$ cat src/rtl/gaussian_pyramid_reduce_2x_unit_defines.svh
// assertion macros shared by the pyramid reduce rtl
`ifndef GAUSSIAN_PYRAMID_REDUCE_2X_UNIT_DEFINES_SVH
`define GAUSSIAN_PYRAMID_REDUCE_2X_UNIT_DEFINES_SVH

// same-cycle implication, checked on clk, off while arst_n is low
`define GPR2X_ASSERT_NOW(label, ante, cons, msg) \
	label: assert property (@(posedge clk) disable iff (!arst_n) (ante) |-> (cons)) \
		else $error(msg);

// next-cycle implication
`define GPR2X_ASSERT_NEXT(label, ante, cons, msg) \
	label: assert property (@(posedge clk) disable iff (!arst_n) (ante) |=> (cons)) \
		else $error(msg);

`endif

$ cat src/rtl/gpr2x_pkg.sv
// shared types and constants of the pyramid reduce block
package gpr2x_pkg;

	localparam int PIX_W     = 8;
	localparam int CFG_W     = 11;
	localparam int ROW_CNT_W = 10;
	localparam int DST_IDX_W = 9;
	localparam int SUM_W     = 12;
	localparam int APB_DW    = 32;
	localparam int APB_AW    = 3;

	localparam logic [CFG_W-1:0] DIM_MIN      = 11'd8;
	localparam logic [CFG_W-1:0] HEIGHT_MAX   = 11'd1024;
	localparam logic [CFG_W-1:0] WIDTH_RESET  = 11'd640;
	localparam logic [CFG_W-1:0] HEIGHT_RESET = 11'd480;

	// register index, taken from paddr[2]
	localparam logic REG_SRC_WIDTH  = 1'b0;
	localparam logic REG_SRC_HEIGHT = 1'b1;

	// one destination pixel plus the edge copies it must produce
	typedef struct packed {
		logic [PIX_W-1:0]     value;
		logic [DST_IDX_W-1:0] row;
		logic [DST_IDX_W-1:0] col;
		logic [DST_IDX_W-1:0] last_row;
		logic [DST_IDX_W-1:0] last_col;
		logic                 edge_col;
		logic                 edge_row;
	} bundle_t;

endpackage

$ cat src/rtl/gpr2x_res_if.sv
// destination pixel result channel
interface gpr2x_res_if;
	logic                              valid;
	logic                              ready;
	logic [gpr2x_pkg::PIX_W-1:0]       out_value;
	logic [gpr2x_pkg::DST_IDX_W-1:0]   out_row;
	logic [gpr2x_pkg::DST_IDX_W-1:0]   out_col;
	logic                              last_of_run;
	logic                              frame_done;

	modport source(output valid, output out_value, output out_row, output out_col,
		output last_of_run, output frame_done, input ready);
	modport sink(input valid, input out_value, input out_row, input out_col,
		input last_of_run, input frame_done, output ready);
endinterface

$ cat src/rtl/gpr2x_expand.sv
// turns one destination bundle into its ordered run of result items
`include "gaussian_pyramid_reduce_2x_unit_defines.svh"

module gpr2x_expand (
	input  logic                clk,
	input  logic                arst_n,
	input  logic                bundle_valid,
	input  gpr2x_pkg::bundle_t  bundle,
	output logic                bundle_free,
	gpr2x_res_if.source         dst
);

	typedef enum logic [1:0] {
		PH_BASE,
		PH_COL,
		PH_ROW,
		PH_CORNER
	} phase_t;

	phase_t              phase_q;
	phase_t              phase_next;
	logic                bvalid_q;
	gpr2x_pkg::bundle_t  b_q;
	logic                has_next;

	// order: base, last column copy, last row copy, corner
	always_comb begin
		has_next   = 1'b0;
		phase_next = PH_BASE;
		case (phase_q)
			PH_BASE: begin
				if (b_q.edge_col) begin
					has_next   = 1'b1;
					phase_next = PH_COL;
				end else if (b_q.edge_row) begin
					has_next   = 1'b1;
					phase_next = PH_ROW;
				end
			end
			PH_COL: begin
				if (b_q.edge_row) begin
					has_next   = 1'b1;
					phase_next = PH_ROW;
				end
			end
			PH_ROW: begin
				if (b_q.edge_col) begin
					has_next   = 1'b1;
					phase_next = PH_CORNER;
				end
			end
			default: begin
				has_next   = 1'b0;
				phase_next = PH_BASE;
			end
		endcase
	end

	assign bundle_free     = !bvalid_q || (dst.ready && !has_next);
	assign dst.valid       = bvalid_q;
	assign dst.out_value   = b_q.value;
	assign dst.out_row     = (phase_q == PH_ROW || phase_q == PH_CORNER) ? b_q.last_row : b_q.row;
	assign dst.out_col     = (phase_q == PH_COL || phase_q == PH_CORNER) ? b_q.last_col : b_q.col;
	assign dst.last_of_run = !has_next;
	assign dst.frame_done  = (phase_q == PH_CORNER);

	always_ff @(posedge clk or negedge arst_n) begin
		if (!arst_n) begin
			bvalid_q <= 1'b0;
			phase_q  <= PH_BASE;
		end else begin
			if (bundle_valid && bundle_free) begin
				bvalid_q <= 1'b1;
				phase_q  <= PH_BASE;
				b_q      <= bundle;
			end else if (bvalid_q && dst.ready) begin
				if (has_next) begin
					phase_q <= phase_next;
				end else begin
					bvalid_q <= 1'b0;
				end
			end
		end
	end

	`GPR2X_ASSERT_NOW(a_done_ends_run, dst.valid && dst.frame_done, dst.last_of_run,
		"frame_done without last_of_run")
	`GPR2X_ASSERT_NEXT(a_run_continues, dst.valid && dst.ready && !dst.last_of_run,
		dst.valid, "run of results broken off")
	`GPR2X_ASSERT_NOW(a_col_phase_legal, bvalid_q && (phase_q == PH_COL || phase_q == PH_CORNER),
		b_q.edge_col, "column copy emitted for an inner column")

endmodule

$ cat src/flat_wrapper.sv
// flat-port wrapper written by rule: the top's interface ports become plain ports
module gpr2x_expand_flat 
  (clk, arst_n, bundle_valid, bundle, bundle_free, dst_valid, dst_out_value, dst_out_row, dst_out_col, dst_last_of_run, dst_frame_done, dst_ready);
  gpr2x_res_if dst_i ();
  input  logic clk;
  input  logic arst_n;
  input  logic bundle_valid;
  input  gpr2x_pkg::bundle_t bundle;
  output logic bundle_free;
  output wire logic [$bits(dst_i.valid)-1:0] dst_valid;
  output wire logic [$bits(dst_i.out_value)-1:0] dst_out_value;
  output wire logic [$bits(dst_i.out_row)-1:0] dst_out_row;
  output wire logic [$bits(dst_i.out_col)-1:0] dst_out_col;
  output wire logic [$bits(dst_i.last_of_run)-1:0] dst_last_of_run;
  output wire logic [$bits(dst_i.frame_done)-1:0] dst_frame_done;
  input wire logic [$bits(dst_i.ready)-1:0] dst_ready;
  assign dst_valid = dst_i.valid;
  assign dst_out_value = dst_i.out_value;
  assign dst_out_row = dst_i.out_row;
  assign dst_out_col = dst_i.out_col;
  assign dst_last_of_run = dst_i.last_of_run;
  assign dst_frame_done = dst_i.frame_done;
  assign dst_i.ready = dst_ready;
  gpr2x_expand u_core (.clk(clk), .arst_n(arst_n), .bundle_valid(bundle_valid), .bundle(bundle), .bundle_free(bundle_free), .dst(dst_i));
endmodule
$ cat config.mk
export PLATFORM = sky130hd
export DESIGN_NAME = gpr2x_expand_flat
export DESIGN_NICKNAME = d
export VERILOG_FILES = /design/src/rtl/gpr2x_pkg.sv /design/src/rtl/gpr2x_res_if.sv /design/src/rtl/gpr2x_expand.sv /design/src/flat_wrapper.sv
export VERILOG_INCLUDE_DIRS = /design/src /design/src/rtl
export SDC_FILE = /design/constraint.sdc
export NUM_CORES = 1
export LEC_CHECK = 0
export BUFFER_PORTS_ARGS = -buffer_cell sky130_fd_sc_hd__buf_2
export CAP_MARGIN = 20
export CORE_MARGIN = 3
export CORE_UTILIZATION = 40
export CTS_BUF_LIST = sky130_fd_sc_hd__clkbuf_4 sky130_fd_sc_hd__clkbuf_8 sky130_fd_sc_hd__clkbuf_16
export DETAILED_ROUTE_END_ITERATION = 8
export HOLD_SLACK_MARGIN = 0.05
export PLACE_DENSITY_LB_ADDON = 0.05
export SYNTH_ARGS = -nofsm -noshare
export SYNTH_HDL_FRONTEND = slang
export SYNTH_SLANG_ARGS = --single-unit
$ cat constraint.sdc
create_clock -name clk -period 4.3 [get_ports clk]
set_input_delay 1.29 -clock clk [delete_from_list [all_inputs] [get_ports clk]]
set_output_delay 1.29 -clock clk [all_outputs]
set_load 0.01 [all_outputs]
Yosys cells after proc, flatten, opt, wreduce, memory -nomap -nowiden

Index checks and enable logic that the tools add are counted.

Bitwise operators: 0
$lt $le $gt $ge: 0
Divide/modulo/power cells: 0
Multiplexer cells: 16
Shift operators: 0
Add/subtract/negate cells: 0
Equal/unequal tests: 4
Multiply operators: 0
Reduce and logical (&&, ||, !) cells: 14

Operators with widths:

| cell                                                 | number |
|---|---|
| 2-to-1 mux 9 bit                                     | 2 |
| 2-to-1 mux 2 bit                                     | 6 |
| 2-to-1 mux 1 bit                                     | 6 |
| case mux 2 bit (3 select lines)                      | 1 |
| AND reduction 2 bit                                  | 3 |
| equality test 2 bit (second input constant)          | 2 |
| nonzero test 2 bit                                   | 2 |
| logical AND 1 bit                                    | 3 |
| logical OR 1 bit                                     | 3 |
| case mux 1 bit (3 select lines)                      | 1 |
| equality test 2 x 1 -> 1 bit (second input constant) | 1 |
| logical NOT 1 bit                                    | 2 |
| logical NOT 2 bit                                    | 1 |
| != test 2 bit (second input constant)                | 1 |

Logic and storage cells: 43
Memory bits (read-only): 0
Register bits after elaboration: 49
Memories: 0
RAM bits: 0
Latch bits: 0
Input bits: 50
Output and inout port bits: 30

Logic depth before layout (Yosys ltp)

Gate-level depths: netlist (run 1).

Depth in word-level cells: 9
Depth in mapped cells: 3
Gate-level depth less buffers: 3

Least setup slack after synthesis (run 1)

Ideal clock, no wire load.

Path kind: in2reg
Start point: input dst_ready
End point: register u_core.b_q[0] (netlist name), enable pin
Path slack: 523 ps
Arrival: 3328 ps
Library setup time: 450 ps
Stages on the path: 2
Path buffers: 0
Path through: a31oi_1 -> nor2_1

Longest elaborated chain between the ends: 4

RTL lines:

| element                              | RTL line           | RTL |
|---|---|---|
| from (decl)                          | flat_wrapper.sv:16 | `input wire logic [$bits(dst_i.ready)-1:0] dst_ready;` |
| logical AND 1 bit                    | gpr2x_expand.sv:59 | `assign bundle_free = !bvalid_q \|\| (dst.ready && !has_next);` |
| logical OR 1 bit                     | gpr2x_expand.sv:59 |  |
| logical AND 1 bit                    | gpr2x_expand.sv:72 | `if (bundle_valid && bundle_free) begin` |
| AND reduction 2 bit (no source line) | n/a                |  |
| to (signal assigned)                 | gpr2x_expand.sv:75 | `b_q <= bundle;` |
| to (decl)                            | gpr2x_expand.sv:23 | `gpr2x_pkg::bundle_t b_q;` |

Every way passes these cells.
A chain may end at the register's enable or synchronous reset.

Final worst setup path (run 1)

Start point: input dst_ready
End point: output bundle_free

Longest elaborated chain between the ends: 2

RTL lines:

| element           | RTL line           | RTL |
|---|---|---|
| logical AND 1 bit | gpr2x_expand.sv:59 |  |
| logical OR 1 bit  | gpr2x_expand.sv:59 |  |
| to (decl)         | flat_wrapper.sv:9  | `output logic bundle_free;` |

Every way passes these cells.

==> results of run 1 <==
[area by class of cell]
cell class	count	area [sq um]
Clock buffer	5	68.8
Clock inverter	3	65.1
Fill cell	378	2030
Inverter	3	11.3
Multi-Input combinational cell	35	319
Sequential cell	49	1460
Tap cell	52	65.1
Timing Repair Buffer	80	403
[Yosys cell counts, types with 2 or more instances]
cell type	count	area, sq um
and2_1	2	12.5
buf_4	10	75.1
dfrtp_1	3	75.1
edfxtp_1	46	1380
inv_1	3	11.3
mux2_2	18	203
nand2_1	3	11.3
[worst paths after layout]
path | cells past startpoint | endpoint
setup reg to reg | 4 | u_core.b_q[33]$_DFFE_PP_
hold / removal | 1 | u_core.phase_q[0]$_DFFE_PN0P_
setup / recovery | 4 | bundle_free
min in group asynchronous | 1 | u_core.dst.valid$_DFFE_PN0P_
max in group asynchronous | 1 | u_core.phase_q[1]$_DFFE_PN0P_
hold reg to reg | 1 | u_core.phase_q[0]$_DFFE_PN0P_
[critical path, cell delays in order]
cell,delay (ns)
buf_2,0.13
a31oi_1,0.31
inv_1,0.07
buf_2,0.15
[logic make-up (layout without fill, tap and decap cells)]
group                  after synthesis  count (layout)  share of synthesized area [%]
DFF                                 49              49                           78.5
muxes                               19              19                           11.5
and+or+nand+nor                     12              12                           3.91
buffers and inverters               13              91                           4.66
AOI/OAI and AO/OA                    4               4                           1.42
[per-stage QoR]
| stage | instances | setup WS [ns] | power, mW |
|---|---|---|---|
| floorplan | 97 | 0.523 | 0.702 |
| global placement | 219 | 1.10 | 0.769 |
| detailed placement | 219 | 1.06 | 0.775 |
| CTS | 227 | 1.06 | 1.15 |
| global route | 227 | 1.01 | 1.19 |
| finish | 227 | 1.06 | 1.13 |
[registers in the layout, indices dropped and copies added (netlist names)]
name,cells
u_core.b_q,38
u_core.dst.out_value,8
u_core.phase_q,2
u_core.dst.valid,1
[report_power, final]
part	switching, mW	internal (mW)
combinational	0.0759	0.0980
sequential	0.0323	0.553
clock	0.144	0.231
total	0.252	0.882
[routing by layer]
layer / up-vias / wire (microns) / track usage, %
li1: 508 / - / -
met1: 504 / 1130 / 11.6
met2: 49 / 1740 / 22.8
met3: 6 / 355 / 6.49
met4: 0 / 42 / 4.83
met5: - / 0 / 0
==> metrics, run 1 <==
initial DRC count=67; Post-synth EDFFs=46; Min-Delay Path Class=reg -> reg; initial antenna violation count=0; Leakage=just under 1 nW; maxcap violations=0; Distinct cells, synth=19; Setup CP Type=in -> out; Initial Util=42.0%; Via Count=between 1,000 and 1,500; R2R Path Start=u_core.phase_q[0]$_DFFE_PN0P_; placed wire-length estimate after detailed placement=2.39 mm; PortBufs=79; Cells after Synth=97; final setup fails=0; Clock Latency Late Sink=0.29 ns; asr flop ratio synth=roughly 6.1%; Avg Inst Size Synth=19.1 sq um; Slew @ Worst Pin=0.793 ns; syn nets=147; commonest non-fill, non-tap cells in the layout=79 x buf_2, 46 x edfxtp_1, 18 x mux2_2; PwrDens=roughly 470 mW/mm^2; Seq cells post-synth=49; Routed Antenna Nets=0; final net count=224; Die Height=74.1 microns; skew final=0.00451 ns; Site Rows=24; CTS Buf Count=5; DR WL/cell=14.4 microns; final-report hold violation count=0; f_max=approximately 0.3 GHz; # IOs=80; Chip Width=~74 microns; Arr. time, crit path=1.95 ns; CTS Root Cell=clkbuf_8; Worst-path clk slew=around 0.090 ns; maximum VDD drop=between 0.2 and 0.3 mV; layout cells sized above 1=61.7%; Final Util=between 50% and 60%; first-pass GRT wire length=roughly 5 mm; yosys warns=0; Worst setup EP type=output port; critical path required time=about 3 ns; top_reg_cell synth=edfxtp_1; CTS HTree Levels=2; CTS sink cnt=49; post_cts resized=0; via/cell ratio=4.70; Longest Clk Path Bufs=2; Hold-fix buffers, CTS=0; Syn-to-layout area delta=28.8%; RePlAce Congestion=0.738; sequential share of the synthesized area=between 70% and 80%; CTS tree=yes; synthesized cell area=0.00185 sq mm; largest net degree at the start of global routing=30; CP startpoint kind=input port; vias in the first global route=~1,100; Final Max Tran Viols=0; outcome=complete, no violations; GRT Total Usage=about an eighth; Ant. Diodes=0; Routed WL=~3.3 mm; post-layout min period=around 3.2 ns; Post-CTS Setup Bufs=0; total gr overflow=0; commonest non-fill, non-tap cell in the layout=buf_2; crit-path max FO=5; Register-to-Register Setup Slack=1.86 ns; min-delay src=u_core.dst.valid$_DFFE_PN0P_; core area=0.00441 sq mm; Setup crit start=dst_ready; Die Area=0.00549 sq mm; worst hold margin=0.622 ns; Pre-antenna DRT Iters=4; Final Instance Area=0.00239 sq mm; setup TNS=0 ns; RSZ-0062 raised after global routing=no; remaining routing DRC violations=0; dpl cell area=0.00225 sq mm; worst relative slew slack=47.0%; fin crit share=about three quarters
Note: power is estimated with default switching activity, not from simulation.
==> run 2: changes to the inputs <==
Clock period 4.3 ns to 3.03 ns, I/O delays scaled along.
==> run 2 against run 1 <==
  * Routed wire length rose by 5.5%
  * Final area is 0.16% lower
  * Register-to-register slack worse by 0.96 ns
  * Combinational power increased by 45%
  * Largest power group unchanged
  * Highest routed layer unchanged
==> metrics, run 2 (synthesized netlist as in run 1, its figures left out) <==
outcome=complete, no violations; commonest non-fill, non-tap cell in the layout=buf_2; initial DRC count=57 (-15%); PortBufs=79 (unchanged); commonest non-fill, non-tap cells in the layout=79 x buf_2, 46 x edfxtp_1, 18 x mux2_2; Ant. Diodes=0 (unchanged); Clock Latency Late Sink=0.29 ns (about the same); fin crit share=between 80% and 90%; dpl cell area=0.00227 sq mm (+0.89%); Chip Width=74.1 microns (unchanged); placed wire-length estimate after detailed placement=2.56 mm (+6.9%); final-report hold violation count=0 (unchanged); crit-path max FO=13 (+8); Final Max Tran Viols=0 (unchanged); maximum VDD drop=0.366 mV (+31%); critical path required time=2.12 ns (-0.89 ns); total gr overflow=0 (unchanged); Worst-path clk slew=0.08 ns (about the same); RePlAce Congestion=0.809 (+9.5%); Largest Register=u_core.b_q; max reg flops=38 (unchanged); final non-filler cell total=228 (+0.44%); Die Height=74.1 microns (unchanged); vias in the first global route=1,154 (+1.1%); PwrDens=643 mW/mm^2 (+35%); layout cells sized above 1=61.4% (-0.35 points); core area=0.00441 sq mm (unchanged); final setup fails=0 (unchanged); final net count=225 (+0.45%); skew final=0.00427 ns (-0.000246 ns); Syn-to-layout area delta=28.6%; Arr. time, crit path=1.71 ns (-0.24 ns); CTS sink cnt=49 (unchanged); Via Count=1,056 (-1.0%); Longest Clk Path Bufs=2 (unchanged); CP startpoint kind=flop; via/cell ratio=4.63 (-1.5%); initial antenna violation count=0 (unchanged); CTS tree=yes; Leakage=0.971 nW (-0.36%); # IOs=80 (unchanged); remaining routing DRC violations=0 (unchanged); largest net degree at the start of global routing=22 (-27%); Die Area=0.00549 sq mm (unchanged); CTS Buf Count=5 (unchanged); Setup CP Type=reg -> out; worst relative slew slack=63.3% (+16 points); f_max=approximately 0.38 GHz; Placed Instances=220 (+0.46%); setup TNS=0 ns (unchanged); maxcap violations=0 (unchanged); Post-CTS Setup Bufs=0 (unchanged); DR WL/cell=15.1 microns (+5.1%); Min-Delay Path Class=in -> async; Worst setup EP type=output port; Routed WL=3.45 mm (+5.5%); CTS Root Cell=clkbuf_8; worst hold margin=0.405 ns (-0.217 ns); Initial Util=42.0% (unchanged); Pre-antenna DRT Iters=4 (unchanged); Hold-fix buffers, CTS=0 (unchanged); Routed Antenna Nets=0 (unchanged); Slew @ Worst Pin=0.550 ns (-0.243 ns); RSZ-0062 raised after global routing=no; GRT Total Usage=13.0% (+0.56 points); post_cts resized=0 (unchanged); first-pass GRT wire length=5.20 mm (+3.9%); Final Instance Area=0.00238 sq mm (-0.16%); post-layout min period=around 2.6 ns; CTS HTree Levels=2 (unchanged); Site Rows=24 (unchanged)
-- run 2: path summary, 6_finish.rpt --
kind / from / cells past startpoint / slack [ns] / endpoint
max: u_core.phase_q[0]$_DFFE_PN0P_ / 4 / 0.41 / bundle_free
min: arst_n / 1 / 0.40 / u_core.dst.valid$_DFFE_PN0P_
max reg2reg: u_core.phase_q[0]$_DFFE_PN0P_ / 4 / 0.90 / u_core.b_q[0]$_DFFE_PP_
min reg2reg: u_core.dst.valid$_DFFE_PN0P_ / 1 / 0.62 / u_core.phase_q[0]$_DFFE_PN0P_
max in group asynchronous: arst_n / 1 / 2.51 / u_core.phase_q[1]$_DFFE_PN0P_
min in group clk: u_core.dst.valid$_DFFE_PN0P_ / 1 / 0.62 / u_core.phase_q[0]$_DFFE_PN0P_
-- run 2: through the flow --
| stage | worst slack (ns) | utilization, % | power, mW |
|---|---|---|---|
| 2_1_floorplan | 0.393 | - | 0.996 |
| 3_3_place_gp | 0.595 | 51.5 | 1.10 |
| 3_5_place_dp | 0.540 | 51.5 | 1.10 |
| 4_1_cts | 0.366 | 54.0 | 1.56 |
| 5_1_grt | 0.270 | 54.0 | 1.61 |
| 6_report | 0.413 | 54.0 | 1.53 |
-- run 2: cell type report --
type / count / area [sq um]
sequential: 49 / 1460
fill: 377 / 2030
timing repair buffer: 81 / 423
clock buffer: 6 / 76.3
tap: 52 / 65.1
inverter: 3 / 11.3
clock inverter: 2 / 33.8
multi-input combinational: 35 / 319
-- run 2: critical path, cell delays in order (launching register included) --
cell      delay (ns)
dfrtp_1         0.59
nand2b_4        0.25
a31oi_1         0.36
inv_1           0.07
buf_2           0.15
-- run 2: power by group --
group	internal (mW)	switching [mW]	leakage (nW)
Sequential	0.784	0.0470	0.455
Combinational	0.143	0.110	0.460
Clock	0.253	0.197	0.0563
Total	1.18	0.354	0.971
-- run 2: metal layers --
metal / share of wire [%] / track usage (%) / up-vias
met1: 38 / 15.0 / 497
met5: 0 / 0 / -
li1: - / - / 511
met2: 50 / 21.1 / 46
met4: 0.43 / 4.02 / 0
met3: 11 / 6.89 / 2
==> run 3: changes to the inputs <==
Settings changed: PLACE_DENSITY from default to 0.67, PLACE_DENSITY_LB_ADDON 0.05 to default.
Clock period 3.03 ns to 2.9 ns, I/O delays scaled along.
==> run 3 against run 2 <==
  * Sequential cell count unchanged
  * Routed wire length down 0.64%
  * Count of clock-buffer cells in the layout down 1
  * Largest power group unchanged
  * Worst setup slack worse by 0.12 ns
  * Final area down 1.5%
  * Non-clock buffer count unchanged
  * First-iteration DRC count up 98%
  * Combinational power up 3%
==> metrics, run 3 (synthesized netlist as in run 1, its figures left out) <==
Worst setup EP type=output port; Crit-path slowest cell=dfrtp_1; maximum VDD drop=0.261 mV (-29%); final setup fails=0 (unchanged); PwrDens=644 mW/mm^2 (+0.18%); CTS Buf Count=5 (unchanged); Slew @ Worst Pin=0.524 ns (-0.0267 ns); Syn-to-layout area delta=26.7%; RePlAce Congestion=0.829 (+2.5%); largest net degree at the start of global routing=20 (-9.1%); max reg flops=38 (unchanged); commonest non-fill, non-tap cells in the layout=79 x buf_2, 46 x edfxtp_1, 18 x mux2_2; PortBufs=79 (unchanged); CTS tree=yes; maxcap violations=0 (unchanged); Arr. time, crit path=1.74 ns (+0.03 ns); remaining routing DRC violations=0 (unchanged); Site Rows=24 (unchanged); Fillers=369 (-2.1%); post-layout min period=2.61 ns; DR WL/cell=15.0 microns (-0.64%); Final Max Tran Viols=0 (unchanged); layout cells sized above 1=61.4% (unchanged); Setup CP Type=reg -> out; Crit path largest cell delay=0.58 ns (about the same); Routed Antenna Nets=0 (unchanged); Longest Clk Path Bufs=2 (unchanged); DR WL met2=1.87 mm (+7.9%); Post-CTS Setup Bufs=0 (unchanged); Ant. Diodes=0 (unchanged); first-pass GRT wire length=5.16 mm (-0.65%); M1 WL=1.27 mm (-3.9%); core area=0.00441 sq mm (unchanged); fin crit share=90.0%; Initial Util=42.0% (unchanged); crit-path cells=nand2b_1 -> a31oi_1 -> inv_1 -> buf_2; Die Height=74.1 microns (unchanged); Leakage=0.957 nW (-1.4%); metal3 WL=228 microns (-40%); f_max=about 0.38 GHz; Die Area=0.00549 sq mm (unchanged); # IOs=80 (unchanged); outcome=complete, no violations; CP startpoint kind=flop; skew final=0.0112 ns (+0.00692 ns); setup TNS=0 ns (unchanged); final-report hold violation count=0 (unchanged); RSZ-0062 raised after global routing=no; final net count=225 (unchanged); Clk network pwr share=25.5% (-3.8 points); placed wire-length estimate after detailed placement=2.60 mm (+1.7%); Pre-antenna DRT Iters=4 (unchanged); CTS sink cnt=49 (unchanged); initial DRC count=113 (+98%); commonest non-fill, non-tap cell in the layout=buf_2; total gr overflow=0 (unchanged); switching power total=380 uW (+7.3%); Clock Latency Late Sink=0.30 ns (about the same); crit-path max FO=13 (unchanged); initial antenna violation count=0 (unchanged); top sig layer=met4; Largest Register=u_core.b_q; Min-Delay Path Class=in -> async; Reg power frac=57.4% (+3.2 points); combinational group share of total power=17.2% (+0.7 points); worst relative slew slack=65.1% (+1.8 points); Routed WL=3.43 mm (-0.64%); Worst-path clk slew=0.09 ns (about the same); Hold-fix buffers, CTS=0 (unchanged); Chip Width=74.1 microns (unchanged); vias in the first global route=1,041 (-9.8%); GRT Total Usage=13.0% (-0.029 points); critical path required time=2.03 ns (-0.09 ns); post_cts resized=0 (unchanged); worst hold margin=0.351 ns (-0.0531 ns); Via Count=1,053 (-0.28%); via/cell ratio=4.62 (-0.28%); CTS Root Cell=clkbuf_8; sw frac=25.1% (+2.0 points); Internal=1.13 mW (-3.9%); CTS HTree Levels=2 (unchanged)
[run 3: power groups by stage]
stage          Sequential, mW  Clock [mW]  Combinational [mW]
3_3_place_gp            0.881           0               0.258
2_1_floorplan           0.853           0               0.188
3_5_place_dp            0.885           0               0.263
5_1_grt                 0.877       0.433               0.284
4_1_cts                 0.869       0.402               0.265
6_report                0.868       0.385               0.260
[run 3: metal layers]
| layer | track usage, % | vias up |
|---|---|---|
| met5 | 0 | - |
| met2 | 22.2 | 34 |
| met3 | 2.84 | 5 |
| met4 | 7.85 | 0 |
| met1 | 14.8 | 501 |
| li1 | - | 513 |
[run 3: metrics by stage]
stage	area, sq um	cells	total power, mW	util (%)	worst slack (ns)
floorplan	1860	97	1.04	-	0.302
global placement	2260	220	1.14	51.2	0.538
detailed placement	2260	220	1.15	51.2	0.496
CTS	2350	228	1.54	53.2	0.271
global route	2350	228	1.59	53.2	0.111
finish	2350	228	1.51	53.2	0.289
[run 3: cell type report]
| class | count | area, sq um | share of cell area (%) |
|---|---|---|---|
| Multi-Input combinational cell | 35 | 319 | 13.6 |
| Clock inverter | 3 | 17.5 | 0.746 |
| Tap cell | 52 | 65.1 | 2.77 |
| Inverter | 3 | 11.3 | 0.479 |
| Timing Repair Buffer | 81 | 410 | 17.5 |
| Clock buffer | 5 | 68.8 | 2.93 |
| Sequential cell | 49 | 1460 | 62.0 |
[run 3: final timing paths]
path / from / end / cells past startpoint / slack [ns]
setup / recovery: u_core.phase_q[1]$_DFFE_PN0P_ / bundle_free / 4 / 0.29
max in group asynchronous: arst_n / u_core.phase_q[0]$_DFFE_PN0P_ / 1 / 2.44
setup reg to reg: u_core.phase_q[0]$_DFFE_PN0P_ / u_core.b_q[22]$_DFFE_PP_ / 4 / 0.71
hold reg to reg: u_core.dst.valid$_DFFE_PN0P_ / u_core.phase_q[0]$_DFFE_PN0P_ / 1 / 0.62
hold / removal: arst_n / u_core.dst.valid$_DFFE_PN0P_ / 1 / 0.35
min in group clk: u_core.dst.valid$_DFFE_PN0P_ / u_core.phase_q[0]$_DFFE_PN0P_ / 1 / 0.62
[run 3: worst max-delay path, delay by kind of cell, from the launching register on]
family / cells / cell delay [ns]
AND/OR/NAND/NOR: 1 / 0.27
AO/OA/AOI/OAI: 1 / 0.39
flip-flops: 1 / 0.58
buffers and inverters: 2 / 0.20
